**src/periodic_neighbor_cell_enumerator_assert.svh**
```systemverilog
// Assertion macros for the periodic neighbor cell enumerator.
`ifndef PERIODIC_NEIGHBOR_CELL_ENUMERATOR_ASSERT_SVH
`define PERIODIC_NEIGHBOR_CELL_ENUMERATOR_ASSERT_SVH

`ifndef SYNTHESIS
`define PNCE_ASSERT(label, clk, rst_n, prop, msg) \
    label: assert property (@(posedge clk) disable iff (!rst_n) (prop)) else $error(msg);
`define PNCE_ASSERT_NEXT(label, clk, rst_n, ante, cons, msg) \
    label: assert property (@(posedge clk) disable iff (!rst_n) (ante) |=> (cons)) \
        else $error(msg);
`else
`define PNCE_ASSERT(label, clk, rst_n, prop, msg)
`define PNCE_ASSERT_NEXT(label, clk, rst_n, ante, cons, msg)
`endif

`endif

```
**src/pnce_pkg.sv**
```systemverilog
package pnce_pkg;

    localparam int CFG_W       = 7;
    localparam int REG_MAX     = 2**CFG_W - 1;
    localparam int CELL_W      = 18;
    localparam int SHIFT_W     = 2;
    localparam int OFS_W       = 2;
    localparam int REG_IDX_W   = 2;
    localparam int APB_DATA_W  = 32;
    localparam int APB_ADDR_W  = REG_IDX_W + 2;
    localparam int DIM_MAX_DEF = 64;
    localparam int QUEUE_DEPTH = 2;

    localparam logic [CFG_W-1:0] CFG_RESET = CFG_W'(4);

    localparam logic [REG_IDX_W-1:0] REG_CELLS_X = 2'd0;
    localparam logic [REG_IDX_W-1:0] REG_CELLS_Y = 2'd1;
    localparam logic [REG_IDX_W-1:0] REG_CELLS_Z = 2'd2;

    // neighbor offset slots: -1, 0, +1
    localparam logic [OFS_W-1:0] OFS_NEG = 2'd0;
    localparam logic [OFS_W-1:0] OFS_MID = 2'd1;
    localparam logic [OFS_W-1:0] OFS_POS = 2'd2;

    localparam logic signed [SHIFT_W-1:0] SHIFT_NEG  = 2'sb11;
    localparam logic signed [SHIFT_W-1:0] SHIFT_ZERO = 2'sb00;
    localparam logic signed [SHIFT_W-1:0] SHIFT_POS  = 2'sb01;

    typedef struct packed {
        logic [CFG_W-1:0] cells_x;
        logic [CFG_W-1:0] cells_y;
        logic [CFG_W-1:0] cells_z;
    } t_cfg;

    typedef enum logic [2:0] {
        F_IDLE,
        F_PLANE,
        F_TOTAL,
        F_CHECK,
        F_DIVX,
        F_DIVY,
        F_PUSH
    } t_front_state;

    typedef enum logic {
        B_SCAN,
        B_CENTRE
    } t_back_state;

    // width of an effective dimension
    function automatic int dim_w(input int dim_max);
        int m;
        m = (dim_max < REG_MAX) ? dim_max : REG_MAX;
        return $clog2(m + 1);
    endfunction

    // width holding both a cell index and the grid size
    function automatic int ext_w(input int dim_max);
        int t;
        t = 3 * dim_w(dim_max);
        return (t > CELL_W) ? t : CELL_W;
    endfunction

    // queue entry: error, centre, 3 x/y/z terms, 6 wrap flags
    function automatic int entry_w(input int dim_max);
        return 7 + CELL_W + 18 * dim_w(dim_max);
    endfunction

endpackage

```
**src/pnce_in_if.sv**
```systemverilog
interface pnce_in_if
    import pnce_pkg::*;
();
    logic              valid;
    logic              ready;
    logic [CELL_W-1:0] centre_cell;

    modport source (output valid, output centre_cell, input ready);
    modport sink (input valid, input centre_cell, output ready);
endinterface

```
**src/pnce_out_if.sv**
```systemverilog
interface pnce_out_if
    import pnce_pkg::*;
();
    logic                      valid;
    logic                      ready;
    logic [CELL_W-1:0]         nbr_index;
    logic signed [SHIFT_W-1:0] shift_x;
    logic signed [SHIFT_W-1:0] shift_y;
    logic signed [SHIFT_W-1:0] shift_z;
    logic                      last;
    logic                      index_error;

    modport source (
        output valid, output nbr_index, output shift_x, output shift_y,
        output shift_z, output last, output index_error, input ready
    );
    modport sink (
        input valid, input nbr_index, input shift_x, input shift_y,
        input shift_z, input last, input index_error, output ready
    );
endinterface

```
**src/pnce_queue.sv**
```systemverilog
module pnce_queue
    import pnce_pkg::*;
#(
    parameter int WIDTH = entry_w(DIM_MAX_DEF),
    parameter int DEPTH = QUEUE_DEPTH
) (
    input  logic             i_clk,
    input  logic             i_rst_n,
    input  logic             i_wr_valid,
    output logic             o_wr_ready,
    input  logic [WIDTH-1:0] i_wr_data,
    output logic             o_rd_valid,
    input  logic             i_rd_ready,
    output logic [WIDTH-1:0] o_rd_data
);
    localparam int PTR_W = (DEPTH > 1) ? $clog2(DEPTH) : 1;
    localparam int CNT_W = $clog2(DEPTH + 1);

    logic [WIDTH-1:0] r_mem [DEPTH];
    logic [PTR_W-1:0] r_wptr;
    logic [PTR_W-1:0] r_rptr;
    logic [CNT_W-1:0] r_count;
    logic             w_push;
    logic             w_pop;

    assign o_wr_ready = (r_count != CNT_W'(DEPTH));
    assign o_rd_valid = (r_count != '0);
    assign o_rd_data  = r_mem[r_rptr];
    assign w_push     = i_wr_valid && o_wr_ready;
    assign w_pop      = o_rd_valid && i_rd_ready;

    always_ff @(posedge i_clk) begin
        if (!i_rst_n) begin
            r_wptr  <= '0;
            r_rptr  <= '0;
            r_count <= '0;
        end else begin
            if (w_push) begin
                r_wptr <= (r_wptr == PTR_W'(DEPTH - 1)) ? '0 : r_wptr + 1'b1;
            end
            if (w_pop) begin
                r_rptr <= (r_rptr == PTR_W'(DEPTH - 1)) ? '0 : r_rptr + 1'b1;
            end
            unique case ({w_push, w_pop})
                2'b10:   r_count <= r_count + 1'b1;
                2'b01:   r_count <= r_count - 1'b1;
                default: r_count <= r_count;
            endcase
        end
    end

    always_ff @(posedge i_clk) begin
        if (w_push) begin
            r_mem[r_wptr] <= i_wr_data;
        end
    end
endmodule

```
**src/pnce_front.sv**
```systemverilog
module pnce_front
    import pnce_pkg::*;
#(
    parameter int DIM_MAX = DIM_MAX_DEF
) (
    input  logic                         i_clk,
    input  logic                         i_rst_n,
    input  t_cfg                         i_cfg,
    pnce_in_if.sink                      i_cell_in,
    output logic                         o_q_valid,
    input  logic                         i_q_ready,
    output logic [entry_w(DIM_MAX)-1:0]  o_q_data
);
    localparam int DW = dim_w(DIM_MAX);
    localparam int PW = 2 * DW;
    localparam int TW = 3 * DW;
    localparam int XW = ext_w(DIM_MAX);
    localparam int BW = (DW > 1) ? $clog2(DW) : 1;

    typedef struct packed {
        logic                  err;
        logic [CELL_W-1:0]     centre;
        logic [2:0][TW-1:0]    xt;
        logic [2:0][PW-1:0]    yt;
        logic [2:0][DW-1:0]    zt;
        logic                  x_lo;
        logic                  x_hi;
        logic                  y_lo;
        logic                  y_hi;
        logic                  z_lo;
        logic                  z_hi;
    } t_entry;

    t_front_state      r_state;
    t_front_state      n_state;
    logic [CELL_W-1:0] r_centre;
    logic [DW-1:0]     r_nx;
    logic [DW-1:0]     r_ny;
    logic [DW-1:0]     r_nz;
    logic [PW-1:0]     r_plane;
    logic [TW-1:0]     r_total;
    logic              r_err;
    logic [XW-1:0]     r_rem;
    logic [XW-1:0]     r_trial;
    logic [DW-1:0]     r_q;
    logic [BW-1:0]     r_bit;
    logic [DW-1:0]     r_cx;
    logic [DW-1:0]     r_cy;
    logic [DW-1:0]     r_cz;
    logic [TW-1:0]     r_xbase;
    logic [PW-1:0]     r_ybase;
    logic [PW-1:0]     r_rem1;

    logic              w_out_of_grid;
    logic              w_ge;
    logic [XW-1:0]     w_rem_nx;
    logic [DW-1:0]     w_q_nx;
    logic              w_last_bit;
    t_entry            w_entry;

    function automatic logic [DW-1:0] eff_dim(input logic [CFG_W-1:0] r);
        logic [DW-1:0] d;
        if (r == '0) begin
            d = DW'(1);
        end else if (int'(r) > DIM_MAX) begin
            d = DW'(DIM_MAX);
        end else begin
            d = DW'(r);
        end
        return d;
    endfunction

    // restoring divider step, one quotient bit per cycle
    assign w_out_of_grid = (XW'(r_centre) >= XW'(r_total));
    assign w_ge          = (r_rem >= r_trial);
    assign w_rem_nx      = w_ge ? (r_rem - r_trial) : r_rem;
    assign w_q_nx        = DW'({r_q, w_ge});
    assign w_last_bit    = (r_bit == '0);

    always_ff @(posedge i_clk) begin
        if (!i_rst_n) begin
            r_state <= F_IDLE;
        end else begin
            r_state <= n_state;
        end
    end

    always_comb begin
        n_state = r_state;
        unique case (r_state)
            F_IDLE:  if (i_cell_in.valid) n_state = F_PLANE;
            F_PLANE: n_state = F_TOTAL;
            F_TOTAL: n_state = F_CHECK;
            F_CHECK: n_state = w_out_of_grid ? F_PUSH : F_DIVX;
            F_DIVX:  if (w_last_bit) n_state = F_DIVY;
            F_DIVY:  if (w_last_bit) n_state = F_PUSH;
            F_PUSH:  if (i_q_ready) n_state = F_IDLE;
            default: n_state = F_IDLE;
        endcase
    end

    always_comb begin
        i_cell_in.ready = (r_state == F_IDLE);
        o_q_valid       = (r_state == F_PUSH);
    end

    always_ff @(posedge i_clk) begin
        unique case (r_state)
            F_IDLE: begin
                if (i_cell_in.valid) begin
                    r_centre <= i_cell_in.centre_cell;
                    r_nx     <= eff_dim(i_cfg.cells_x);
                    r_ny     <= eff_dim(i_cfg.cells_y);
                    r_nz     <= eff_dim(i_cfg.cells_z);
                end
            end
            F_PLANE: r_plane <= PW'(r_ny) * PW'(r_nz);
            F_TOTAL: r_total <= TW'(r_nx) * TW'(r_plane);
            F_CHECK: begin
                r_err   <= w_out_of_grid;
                r_rem   <= XW'(r_centre);
                r_trial <= XW'(r_plane) << (DW - 1);
                r_q     <= '0;
                r_bit   <= BW'(DW - 1);
            end
            F_DIVX: begin
                r_rem <= w_rem_nx;
                if (w_last_bit) begin
                    r_cx    <= w_q_nx;
                    r_xbase <= TW'(XW'(r_centre) - w_rem_nx);
                    r_rem1  <= PW'(w_rem_nx);
                    r_trial <= XW'(r_nz) << (DW - 1);
                    r_q     <= '0;
                    r_bit   <= BW'(DW - 1);
                end else begin
                    r_q     <= w_q_nx;
                    r_trial <= r_trial >> 1;
                    r_bit   <= r_bit - 1'b1;
                end
            end
            F_DIVY: begin
                r_rem   <= w_rem_nx;
                r_q     <= w_q_nx;
                r_trial <= r_trial >> 1;
                r_bit   <= r_bit - 1'b1;
                if (w_last_bit) begin
                    r_cy    <= w_q_nx;
                    r_cz    <= DW'(w_rem_nx);
                    r_ybase <= r_rem1 - PW'(w_rem_nx);
                end
            end
            F_PUSH: begin
            end
            default: begin
            end
        endcase
    end

    // per-axis terms of the linear index for offsets -1, 0, +1
    always_comb begin
        w_entry.err    = r_err;
        w_entry.centre = r_centre;
        w_entry.x_lo   = (r_cx == '0);
        w_entry.x_hi   = (r_cx == r_nx - DW'(1));
        w_entry.y_lo   = (r_cy == '0);
        w_entry.y_hi   = (r_cy == r_ny - DW'(1));
        w_entry.z_lo   = (r_cz == '0);
        w_entry.z_hi   = (r_cz == r_nz - DW'(1));

        w_entry.xt[OFS_NEG] = w_entry.x_lo ? (r_total - TW'(r_plane))
                                           : (r_xbase - TW'(r_plane));
        w_entry.xt[OFS_MID] = r_xbase;
        w_entry.xt[OFS_POS] = w_entry.x_hi ? '0 : (r_xbase + TW'(r_plane));

        w_entry.yt[OFS_NEG] = w_entry.y_lo ? (r_plane - PW'(r_nz))
                                           : (r_ybase - PW'(r_nz));
        w_entry.yt[OFS_MID] = r_ybase;
        w_entry.yt[OFS_POS] = w_entry.y_hi ? '0 : (r_ybase + PW'(r_nz));

        w_entry.zt[OFS_NEG] = w_entry.z_lo ? (r_nz - DW'(1)) : (r_cz - DW'(1));
        w_entry.zt[OFS_MID] = r_cz;
        w_entry.zt[OFS_POS] = w_entry.z_hi ? '0 : (r_cz + DW'(1));
    end

    assign o_q_data = w_entry;
endmodule

```
**src/pnce_back.sv**
```systemverilog
module pnce_back
    import pnce_pkg::*;
#(
    parameter int DIM_MAX = DIM_MAX_DEF
) (
    input  logic                        i_clk,
    input  logic                        i_rst_n,
    input  logic                        i_q_valid,
    output logic                        o_q_ready,
    input  logic [entry_w(DIM_MAX)-1:0] i_q_data,
    pnce_out_if.source                  o_cell_out
);
    localparam int DW = dim_w(DIM_MAX);
    localparam int PW = 2 * DW;
    localparam int TW = 3 * DW;
    localparam int XW = ext_w(DIM_MAX);

    typedef struct packed {
        logic                  err;
        logic [CELL_W-1:0]     centre;
        logic [2:0][TW-1:0]    xt;
        logic [2:0][PW-1:0]    yt;
        logic [2:0][DW-1:0]    zt;
        logic                  x_lo;
        logic                  x_hi;
        logic                  y_lo;
        logic                  y_hi;
        logic                  z_lo;
        logic                  z_hi;
    } t_entry;

    t_back_state               r_state;
    t_back_state               n_state;
    logic [OFS_W-1:0]          r_dx;
    logic [OFS_W-1:0]          r_dy;
    logic [OFS_W-1:0]          r_dz;
    logic [OFS_W-1:0]          n_dx;
    logic [OFS_W-1:0]          n_dy;
    logic [OFS_W-1:0]          n_dz;
    logic                      r_ov;
    logic [CELL_W-1:0]         r_cell;
    logic signed [SHIFT_W-1:0] r_sx;
    logic signed [SHIFT_W-1:0] r_sy;
    logic signed [SHIFT_W-1:0] r_sz;
    logic                      r_last;
    logic                      r_err;
    logic [CELL_W-1:0]         n_cell;
    logic signed [SHIFT_W-1:0] n_sx;
    logic signed [SHIFT_W-1:0] n_sy;
    logic signed [SHIFT_W-1:0] n_sz;
    logic                      n_last;
    logic                      n_err;

    t_entry                    w_head;
    logic [TW-1:0]             w_cell;
    logic                      w_adv;
    logic                      w_at_end;
    logic                      w_emit;
    logic                      w_step;

    function automatic logic signed [SHIFT_W-1:0] shift_of(
        input logic [OFS_W-1:0] sel,
        input logic             lo,
        input logic             hi
    );
        logic signed [SHIFT_W-1:0] s;
        unique case (sel)
            OFS_NEG: s = lo ? SHIFT_NEG : SHIFT_ZERO;
            OFS_POS: s = hi ? SHIFT_POS : SHIFT_ZERO;
            default: s = SHIFT_ZERO;
        endcase
        return s;
    endfunction

    assign w_head   = i_q_data;
    assign w_cell   = w_head.xt[r_dx] + TW'(w_head.yt[r_dy]) + TW'(w_head.zt[r_dz]);
    assign w_adv    = !r_ov || o_cell_out.ready;
    assign w_at_end = (r_dx == OFS_POS) && (r_dy == OFS_POS) && (r_dz == OFS_POS);

    always_comb begin
        o_q_ready = 1'b0;
        w_emit    = 1'b0;
        w_step    = 1'b0;
        n_cell    = '0;
        n_sx      = SHIFT_ZERO;
        n_sy      = SHIFT_ZERO;
        n_sz      = SHIFT_ZERO;
        n_last    = 1'b0;
        n_err     = 1'b0;
        if (i_q_valid && w_adv) begin
            priority if (w_head.err) begin
                o_q_ready = 1'b1;
                w_emit    = 1'b1;
                n_last    = 1'b1;
                n_err     = 1'b1;
            end else if (r_state == B_CENTRE) begin
                o_q_ready = 1'b1;
                w_emit    = 1'b1;
                n_cell    = w_head.centre;
                n_last    = 1'b1;
            end else begin
                w_step = 1'b1;
                w_emit = (XW'(w_cell) != XW'(w_head.centre));
                n_cell = CELL_W'(w_cell);
                n_sx   = shift_of(r_dx, w_head.x_lo, w_head.x_hi);
                n_sy   = shift_of(r_dy, w_head.y_lo, w_head.y_hi);
                n_sz   = shift_of(r_dz, w_head.z_lo, w_head.z_hi);
            end
        end
    end

    always_comb begin
        n_state = r_state;
        unique case (r_state)
            B_SCAN:   if (w_step && w_at_end) n_state = B_CENTRE;
            B_CENTRE: if (i_q_valid && w_adv) n_state = B_SCAN;
            default:  n_state = B_SCAN;
        endcase
    end

    // z fastest; the centre slot is skipped, it goes out last
    always_comb begin
        n_dx = r_dx;
        n_dy = r_dy;
        n_dz = r_dz;
        priority if (w_at_end) begin
            n_dx = OFS_NEG;
            n_dy = OFS_NEG;
            n_dz = OFS_NEG;
        end else if (r_dz != OFS_POS) begin
            n_dz = r_dz + 2'd1;
        end else begin
            n_dz = OFS_NEG;
            if (r_dy != OFS_POS) begin
                n_dy = r_dy + 2'd1;
            end else begin
                n_dy = OFS_NEG;
                n_dx = r_dx + 2'd1;
            end
        end
        if (n_dx == OFS_MID && n_dy == OFS_MID && n_dz == OFS_MID) begin
            n_dz = OFS_POS;
        end
    end

    always_ff @(posedge i_clk) begin
        if (!i_rst_n) begin
            r_state <= B_SCAN;
            r_dx    <= OFS_NEG;
            r_dy    <= OFS_NEG;
            r_dz    <= OFS_NEG;
            r_ov    <= 1'b0;
        end else begin
            r_state <= n_state;
            if (w_step) begin
                r_dx <= n_dx;
                r_dy <= n_dy;
                r_dz <= n_dz;
            end
            if (w_adv) begin
                r_ov <= w_emit;
            end
        end
    end

    always_ff @(posedge i_clk) begin
        if (w_adv && w_emit) begin
            r_cell <= n_cell;
            r_sx   <= n_sx;
            r_sy   <= n_sy;
            r_sz   <= n_sz;
            r_last <= n_last;
            r_err  <= n_err;
        end
    end

    assign o_cell_out.valid       = r_ov;
    assign o_cell_out.nbr_index   = r_cell;
    assign o_cell_out.shift_x     = r_sx;
    assign o_cell_out.shift_y     = r_sy;
    assign o_cell_out.shift_z     = r_sz;
    assign o_cell_out.last        = r_last;
    assign o_cell_out.index_error = r_err;
endmodule

```
**src/periodic_neighbor_cell_enumerator.sv**
```systemverilog
// Periodic 27-cell neighbor enumerator. Each centre cell index accepted on
// i_cell_in yields its 3x3x3 neighborhood on o_cell_out (x outer, z inner,
// each axis wrapped with its image shift), repeats of the centre dropped,
// the centre itself last with zero shift and last set; an index outside the
// grid gives a single result with index_error and last set. Grid sizes come
// from the three APB registers (0 is taken as 1, above DIM_MAX as DIM_MAX)
// and are sampled when an index is accepted. The back end steps through the
// 26 neighbor slots and then the centre, one step per slot, with at most one
// result per cycle; an out-of-grid index takes a single step, and slots that
// wrap onto the centre use their step without a result. The front end does
// two multiplies and two bit-serial coordinate divides per index, overlapped
// with the back end through a two-entry queue, so a new index can be
// accepted while the back end still works on earlier ones. Output stalls
// stall the back end and reach the front end once the queue is full.
`include "periodic_neighbor_cell_enumerator_assert.svh"

module periodic_neighbor_cell_enumerator
    import pnce_pkg::*;
#(
    parameter int DIM_MAX = DIM_MAX_DEF
) (
    input  logic                  i_clk,
    input  logic                  i_rst_n,
    pnce_in_if.sink               i_cell_in,
    pnce_out_if.source            o_cell_out,
    input  logic                  psel,
    input  logic                  penable,
    input  logic                  pwrite,
    input  logic [APB_ADDR_W-1:0] paddr,
    input  logic [APB_DATA_W-1:0] pwdata,
    output logic [APB_DATA_W-1:0] prdata,
    output logic                  pready
);
    localparam int ENTRY_W = entry_w(DIM_MAX);

    t_cfg                 r_cfg;
    logic                 w_cfg_wr;
    logic [REG_IDX_W-1:0] w_reg_idx;

    logic                 w_push_valid;
    logic                 w_push_ready;
    logic [ENTRY_W-1:0]   w_push_data;
    logic                 w_pop_valid;
    logic                 w_pop_ready;
    logic [ENTRY_W-1:0]   w_pop_data;

    assign pready    = 1'b1;
    assign w_cfg_wr  = psel && penable && pwrite && pready;
    assign w_reg_idx = paddr[APB_ADDR_W-1:2];

    always_ff @(posedge i_clk) begin
        if (!i_rst_n) begin
            r_cfg.cells_x <= CFG_RESET;
            r_cfg.cells_y <= CFG_RESET;
            r_cfg.cells_z <= CFG_RESET;
        end else if (w_cfg_wr) begin
            unique case (w_reg_idx)
                REG_CELLS_X: r_cfg.cells_x <= pwdata[CFG_W-1:0];
                REG_CELLS_Y: r_cfg.cells_y <= pwdata[CFG_W-1:0];
                REG_CELLS_Z: r_cfg.cells_z <= pwdata[CFG_W-1:0];
                default: begin
                end
            endcase
        end
    end

    always_comb begin
        unique case (w_reg_idx)
            REG_CELLS_X: prdata = APB_DATA_W'(r_cfg.cells_x);
            REG_CELLS_Y: prdata = APB_DATA_W'(r_cfg.cells_y);
            REG_CELLS_Z: prdata = APB_DATA_W'(r_cfg.cells_z);
            default:     prdata = '0;
        endcase
    end

    pnce_front #(
        .DIM_MAX (DIM_MAX)
    ) u_front (
        .i_clk     (i_clk),
        .i_rst_n   (i_rst_n),
        .i_cfg     (r_cfg),
        .i_cell_in (i_cell_in),
        .o_q_valid (w_push_valid),
        .i_q_ready (w_push_ready),
        .o_q_data  (w_push_data)
    );

    pnce_queue #(
        .WIDTH (ENTRY_W),
        .DEPTH (QUEUE_DEPTH)
    ) u_queue (
        .i_clk      (i_clk),
        .i_rst_n    (i_rst_n),
        .i_wr_valid (w_push_valid),
        .o_wr_ready (w_push_ready),
        .i_wr_data  (w_push_data),
        .o_rd_valid (w_pop_valid),
        .i_rd_ready (w_pop_ready),
        .o_rd_data  (w_pop_data)
    );

    pnce_back #(
        .DIM_MAX (DIM_MAX)
    ) u_back (
        .i_clk      (i_clk),
        .i_rst_n    (i_rst_n),
        .i_q_valid  (w_pop_valid),
        .o_q_ready  (w_pop_ready),
        .i_q_data   (w_pop_data),
        .o_cell_out (o_cell_out)
    );

    `PNCE_ASSERT(a_err_result_form, i_clk, i_rst_n, o_cell_out.valid && o_cell_out.index_error |-> o_cell_out.last && (o_cell_out.nbr_index == '0), "error result not last or cell nonzero")
    `PNCE_ASSERT(a_last_zero_shift, i_clk, i_rst_n, o_cell_out.valid && o_cell_out.last |-> (o_cell_out.shift_x == SHIFT_ZERO) && (o_cell_out.shift_y == SHIFT_ZERO) && (o_cell_out.shift_z == SHIFT_ZERO), "last result with nonzero shift")
    `PNCE_ASSERT_NEXT(a_front_busy, i_clk, i_rst_n, i_cell_in.valid && i_cell_in.ready, !i_cell_in.ready, "front ready right after a transaction")
    `PNCE_ASSERT_NEXT(a_push_held, i_clk, i_rst_n, w_push_valid && !w_push_ready, w_push_valid, "queue entry dropped while full")
endmodule
```
**src/flat_wrapper.sv**
```systemverilog
// flat-port wrapper written by rule: the top's interface ports become plain ports
module periodic_neighbor_cell_enumerator_flat import pnce_pkg::*;
#(
    parameter int DIM_MAX = DIM_MAX_DEF
)
  (i_clk, i_rst_n, psel, penable, pwrite, paddr, pwdata, prdata, pready, i_cell_in_valid, i_cell_in_centre_cell, i_cell_in_ready, o_cell_out_valid, o_cell_out_nbr_index, o_cell_out_shift_x, o_cell_out_shift_y, o_cell_out_shift_z, o_cell_out_last, o_cell_out_index_error, o_cell_out_ready);
  pnce_in_if i_cell_in_i ();
  pnce_out_if o_cell_out_i ();
  input  logic i_clk;
  input  logic i_rst_n;
  input  logic psel;
  input  logic penable;
  input  logic pwrite;
  input  logic [APB_ADDR_W-1:0] paddr;
  input  logic [APB_DATA_W-1:0] pwdata;
  output logic [APB_DATA_W-1:0] prdata;
  output logic pready;
  input wire logic [$bits(i_cell_in_i.valid)-1:0] i_cell_in_valid;
  input wire logic [$bits(i_cell_in_i.centre_cell)-1:0] i_cell_in_centre_cell;
  output wire logic [$bits(i_cell_in_i.ready)-1:0] i_cell_in_ready;
  output wire logic [$bits(o_cell_out_i.valid)-1:0] o_cell_out_valid;
  output wire logic [$bits(o_cell_out_i.nbr_index)-1:0] o_cell_out_nbr_index;
  output wire logic [$bits(o_cell_out_i.shift_x)-1:0] o_cell_out_shift_x;
  output wire logic [$bits(o_cell_out_i.shift_y)-1:0] o_cell_out_shift_y;
  output wire logic [$bits(o_cell_out_i.shift_z)-1:0] o_cell_out_shift_z;
  output wire logic [$bits(o_cell_out_i.last)-1:0] o_cell_out_last;
  output wire logic [$bits(o_cell_out_i.index_error)-1:0] o_cell_out_index_error;
  input wire logic [$bits(o_cell_out_i.ready)-1:0] o_cell_out_ready;
  assign i_cell_in_i.valid = i_cell_in_valid;
  assign i_cell_in_i.centre_cell = i_cell_in_centre_cell;
  assign i_cell_in_ready = i_cell_in_i.ready;
  assign o_cell_out_valid = o_cell_out_i.valid;
  assign o_cell_out_nbr_index = o_cell_out_i.nbr_index;
  assign o_cell_out_shift_x = o_cell_out_i.shift_x;
  assign o_cell_out_shift_y = o_cell_out_i.shift_y;
  assign o_cell_out_shift_z = o_cell_out_i.shift_z;
  assign o_cell_out_last = o_cell_out_i.last;
  assign o_cell_out_index_error = o_cell_out_i.index_error;
  assign o_cell_out_i.ready = o_cell_out_ready;
  periodic_neighbor_cell_enumerator #(.DIM_MAX(DIM_MAX)) u_core (.i_clk(i_clk), .i_rst_n(i_rst_n), .i_cell_in(i_cell_in_i), .o_cell_out(o_cell_out_i), .psel(psel), .penable(penable), .pwrite(pwrite), .paddr(paddr), .pwdata(pwdata), .prdata(prdata), .pready(pready));
endmodule
```
**config.mk**
```make
export PLATFORM = sky130hd
export DESIGN_NAME = periodic_neighbor_cell_enumerator_flat
export DESIGN_NICKNAME = d
export VERILOG_FILES = /design/src/pnce_pkg.sv /design/src/pnce_in_if.sv /design/src/pnce_out_if.sv /design/src/pnce_queue.sv /design/src/pnce_front.sv /design/src/pnce_back.sv /design/src/periodic_neighbor_cell_enumerator.sv /design/src/flat_wrapper.sv
export VERILOG_INCLUDE_DIRS = /design/src /design/src/src
export SDC_FILE = /design/constraint.sdc
export NUM_CORES = 1
export LEC_CHECK = 0
export BUFFER_PORTS_ARGS = -buffer_cell sky130_fd_sc_hd__buf_4
export CAP_MARGIN = 25
export CORE_ASPECT_RATIO = 1.1
export CORE_MARGIN = 2
export CORE_UTILIZATION = 63
export CTS_CLUSTER_SIZE = 24
export DETAILED_ROUTE_END_ITERATION = 10
export GPL_TIMING_DRIVEN = 1
export PLACE_DENSITY = 0.89
export SLEW_MARGIN = 0
export SYNTH_ARGS = -nofsm -noshare
export SYNTH_HDL_FRONTEND = slang
export SYNTH_SLANG_ARGS = --single-unit
```
**constraint.sdc**
```tcl
create_clock -name i_clk -period 8.8 [get_ports i_clk]
set_clock_uncertainty 0.2 [all_clocks]
set_input_delay 0.88 -clock i_clk [delete_from_list [all_inputs] [get_ports i_clk]]
set_output_delay 0.88 -clock i_clk [all_outputs]
set_load 0.03 [all_outputs]
```
==> metrics list <==
- Global-route congestion overflow total: 0
- Number of clock buffers inserted by TritonCTS: 54
- The critical path starts at u_core.u_front.r_rem[8].
- In this run the biggest area consumer among cell types represents 47.12% of the synthesized area.
- Count of cells along the worst hold path: 1
* Total design power: 8.660 mW
- The final critical path takes up 76.77% of the cycle.
- After the last flow step, the layout net total stands at 3348.
- Wire length of the first global-routing pass: 126100 um
- Area of the mapped netlist: 0.03333 mm^2
* Ratio of cells with drive above 1 in the final layout: 7.955%
* Placed Cells: 3589
* DP HPWL: 58360 um
- The number of buffers and inverters on the critical path is 2.
- Initial Utilization: 63.59%
- IR analysis of the VDD net gives a maximum drop of 0.0002301 V.
- The max-slew violation count came to 0.
- In this run the most critical hold path is launched from i_cell_in_centre_cell[2].
* Clock transition time at the flip-flop clock pins of the worst setup and hold paths: 0.06 ns
- Top cell by count, worst path: sky130_fd_sc_hd__a21oi_1
- At the end of routability-driven placement, the weighted congestion stood at 0.9233.
- STA classifies the critical path startpoint as a flip-flop.
- Count of buffers from port buffering: 68
- In this design, the stage delay of the slowest critical-path cell is 0.75 ns.
- Worst EP required: 8.96 ns
* Critical path start-end classification: flip-flop to flip-flop
* Count of different cell masters after synthesis: 81
* Count of instances resized after the clock tree is built: 0
- Warnings from Yosys: 0
- Maximum count of clock buffers along a single path: 3
- The finished layout holds 3695 standard cells, fillers aside.
- Die extent in y: 245.2 um
* Hold violation count in the final report: 0
- Most instantiated flip-flop cell in the synthesis netlist: sky130_fd_sc_hd__edfxtp_1
- Slowest cell on crit path: sky130_fd_sc_hd__o21ai_2
- In this run the core area contains 88 standard-cell rows.
- Clock tree from TritonCTS: done
- After synthesis, the share of flip-flops with an asynchronous set or reset is 0%.
- Leading cell types by total area after synthesis: sky130_fd_sc_hd__edfxtp_1, sky130_fd_sc_hd__ha_1, sky130_fd_sc_hd__fa_1
* Post-detailed-route DRC marker count: 0
- Pin placement for this block handled 122 I/O pins.
- Most frequent cell after synthesis: sky130_fd_sc_hd__edfxtp_1
- Overall global routing resource usage: 29.73%
- Number of register bits inferred by synthesis: 560
- After the first detailed-routing iteration, the DRC count stood at 2857.
* Final setup TNS: 0 ns
* Area of the core: 0.05241 mm^2
- For this run, the top clock speed supported by timing is 148.0 MHz.
- Number of global-route vias before repair: 23540
- The worst register-to-register path begins at u_core.u_front.r_rem[8].
- After layout, the minimum clock period comes to 6.756 ns.
- The number of antenna violations at the first check in global routing came to 1.
- Number of enable-type register cells in the synthesized netlist: 523
- The detailed router placed 23230 vias in this run.
- Slew headroom: 28.72%
* Largest net degree at the start of global routing: 80
* Number of cells on the worst reg-to-reg path: 23
- Summed over all cells, the static leakage comes to 14.12 nW.
- Wire length per cell after detailed routing: 22.20 um
- Worst-path maximum fanout: 19
- Largest area contributor in the synthesized netlist: sky130_fd_sc_hd__edfxtp_1
- Setup repair after global routing left no endpoint under its margin.
* Endpoints failing setup: 0
- The run finished with clean final reports.
- Post-synthesis instance total: 2932
* Type of destination of the critical path: flip-flop
- Averaged over all synthesized cells, the footprint is 11.37 um^2.
- The worst hold path belongs to the class input port to flip-flop.
- For this design, the CTS-stage hold fixing added 0 buffers.
- Ratio of routed vias to standard cells: 6.287
- Worst-Margin Slew: 1.069 ns
* Full die area: 0.05476 mm^2
- Max-cap check violation count: 0
- Area delta synth->final: 8.695%
- Clock root cell: sky130_fd_sc_hd__clkbuf_16
- Post-CTS timing repair inserted 0 buffers for setup.
* Total Wirelength: 82040 um
* Hold_ws: 0.2263 ns
- Antenna-violating nets left: 0
- At the end of the flow the core is filled with cells to 69.12%.
- Share of the yosys chip area belonging to registers: 49.34%
* Number of sinks driven by the clock tree: 560
- Power per unit of standard cell area: 239.1 mW/mm^2
* Top delay family on crit path: compound AO/OA/AOI/OAI gates
* CP Data Arrival Time: 6.91 ns
- H-tree depth: 2
* Synth cell count leaders: sky130_fd_sc_hd__edfxtp_1, sky130_fd_sc_hd__nand2_1, sky130_fd_sc_hd__inv_1
* Number of optimization iterations in the first detailed-route pass: 6
- The critical path runs through a total of 23 cells.
* Die width: 223.3 um
- For the worst-skew pair, the clock arrives at the later sink with an insertion delay of 0.64 ns.
* Cells traversed along the worst timing path: ha_1, a21oi_1, o31ai_1, nand3_1, o211a_1, a21oi_2, o41ai_4, o21ai_2, nor2_1, a21oi_1, buf_4, ha_1, inv_1, fa_1, a21o_1, a31oi_1, a21oi_1, a41o_1, o41ai_1, o21ai_1, a21oi_1, o21ai_1, xor2_1
-- sequential cells by signal (all words and copies together), names as in the netlist, 3 cells and up, named ones only --
register / count
u_core.u_queue.r_mem: 302
u_core.r_cfg: 21
u_core.u_front.r_rem: 21
u_core.u_front.r_total: 21
u_core.u_front.r_xbase: 21
u_core.u_front.r_trial: 20
u_core.u_back.o_cell_out.nbr_index: 18
u_core.u_front.r_centre: 18
u_core.u_front.r_plane: 14
u_core.u_front.r_rem1: 14
u_core.u_front.r_ybase: 14
u_core.u_front.r_cx: 7
u_core.u_front.r_cy: 7
u_core.u_front.r_cz: 7
u_core.u_front.r_nx: 7
u_core.u_front.r_ny: 7
u_core.u_front.r_nz: 7
u_core.u_front.r_q: 6
u_core.u_front.r_bit: 3
u_core.u_front.r_state: 3
-- report_power, final --
part	switching, mW	internal, mW	total, mW
Combinational	1.80	1.27	3.07
Clock	1.02	1.23	2.25
Sequential	0.160	3.18	3.34
Total	2.97	5.69	8.66
-- routing by layer --
layer	vias to the layer above	track usage, %	part of all wire [%]
met5	-	0	0
met2	1236	51.06	50
met4	0	16.06	5.3
met1	11310	35.60	36
li1	10410	-	-
met3	273	5.698	9.3
-- worst reg2reg max path, stage by stage (launching register included) --
cell	delay (ns)
sky130_fd_sc_hd__edfxtp_1	0.41
sky130_fd_sc_hd__ha_1	0.39
sky130_fd_sc_hd__a21oi_1	0.11
sky130_fd_sc_hd__o31ai_1	0.41
sky130_fd_sc_hd__nand3_1	0.18
sky130_fd_sc_hd__o211a_1	0.21
sky130_fd_sc_hd__a21oi_2	0.26
sky130_fd_sc_hd__o41ai_4	0.11
sky130_fd_sc_hd__o21ai_2	0.75
sky130_fd_sc_hd__nor2_1	0.12
sky130_fd_sc_hd__a21oi_1	0.17
sky130_fd_sc_hd__buf_4	0.19
sky130_fd_sc_hd__ha_1	0.15
sky130_fd_sc_hd__inv_1	0.07
sky130_fd_sc_hd__fa_1	0.42
sky130_fd_sc_hd__a21o_1	0.19
sky130_fd_sc_hd__a31oi_1	0.27
sky130_fd_sc_hd__a21oi_1	0.15
sky130_fd_sc_hd__a41o_1	0.30
sky130_fd_sc_hd__o41ai_1	0.67
sky130_fd_sc_hd__o21ai_1	0.20
sky130_fd_sc_hd__a21oi_1	0.26
sky130_fd_sc_hd__o21ai_1	0.13
sky130_fd_sc_hd__xor2_1	0.17
-- final timing paths --
check                                    end  slack, ns
hold reg to reg       u_core.u_front.r_cx[6]       0.25
hold / removal    u_core.u_front.r_centre[2]       0.23
setup / recovery  u_core.u_front.r_xbase[18]       2.04
setup reg to reg  u_core.u_front.r_xbase[18]       2.04
-- final cells by class --
class | instances | area [um^2]
tap | 675 | 844.6
antenna | 3 | 7.507
inverter | 233 | 874.6
clock buffer | 72 | 1429
sequential | 560 | 16450
timing repair buffer | 102 | 877.1
clock inverter | 25 | 231.5
multi-input combinational | 2025 | 15510
fill | 3372 | 16180
-- kinds of logic (layout without fill, tap and decap cells) --
family	count (synthesis)	after routing	synth area share, %
AO/OA/AOI/OAI	478	478	8.913
XOR/XNOR	199	199	5.376
adder cells (fa/ha/maj)	311	311	13.88
buffers and inverters	371	432	4.595
flip-flops	560	560	49.34
multiplexers	161	161	5.680
other	2	29	0.02253
AND/OR/NAND/NOR	850	850	12.19
-- per-stage QoR --
| step | setup WS (ns) | cell area (um^2) |
|---|---|---|
| floorplan | 0.7375 | 33420 |
| CTS | 2.159 | 36090 |
| global placement | 2.092 | 34370 |
| detailed placement | 2.156 | 34430 |
| global route | 1.794 | 36220 |
| finish | 2.044 | 36230 |
-- cells in the final DEF, fill, tap and decap left out, types with 20 or more instances in the layout --
cell	instances
sky130_fd_sc_hd__edfxtp_1	523
sky130_fd_sc_hd__o21ai_1	40
sky130_fd_sc_hd__clkbuf_16	54
sky130_fd_sc_hd__xor2_1	61
sky130_fd_sc_hd__buf_4	95
sky130_fd_sc_hd__a21oi_1	164
sky130_fd_sc_hd__xnor2_1	134
sky130_fd_sc_hd__o21ai_0	84
sky130_fd_sc_hd__nand3_1	46
sky130_fd_sc_hd__a211oi_1	37
sky130_fd_sc_hd__nor2b_1	72
sky130_fd_sc_hd__nor2_1	220
sky130_fd_sc_hd__ha_1	213
sky130_fd_sc_hd__conb_1	26
sky130_fd_sc_hd__mux2i_1	132
sky130_fd_sc_hd__nand2b_1	23
sky130_fd_sc_hd__dfxtp_1	35
sky130_fd_sc_hd__nor3_1	64
sky130_fd_sc_hd__and3_1	26
sky130_fd_sc_hd__a21o_1	32
sky130_fd_sc_hd__o21bai_1	23
sky130_fd_sc_hd__inv_1	232
sky130_fd_sc_hd__mux4_2	20
sky130_fd_sc_hd__fa_1	98
sky130_fd_sc_hd__and2_1	64
sky130_fd_sc_hd__nand2_1	250
(Power assumes the default switching activity.)
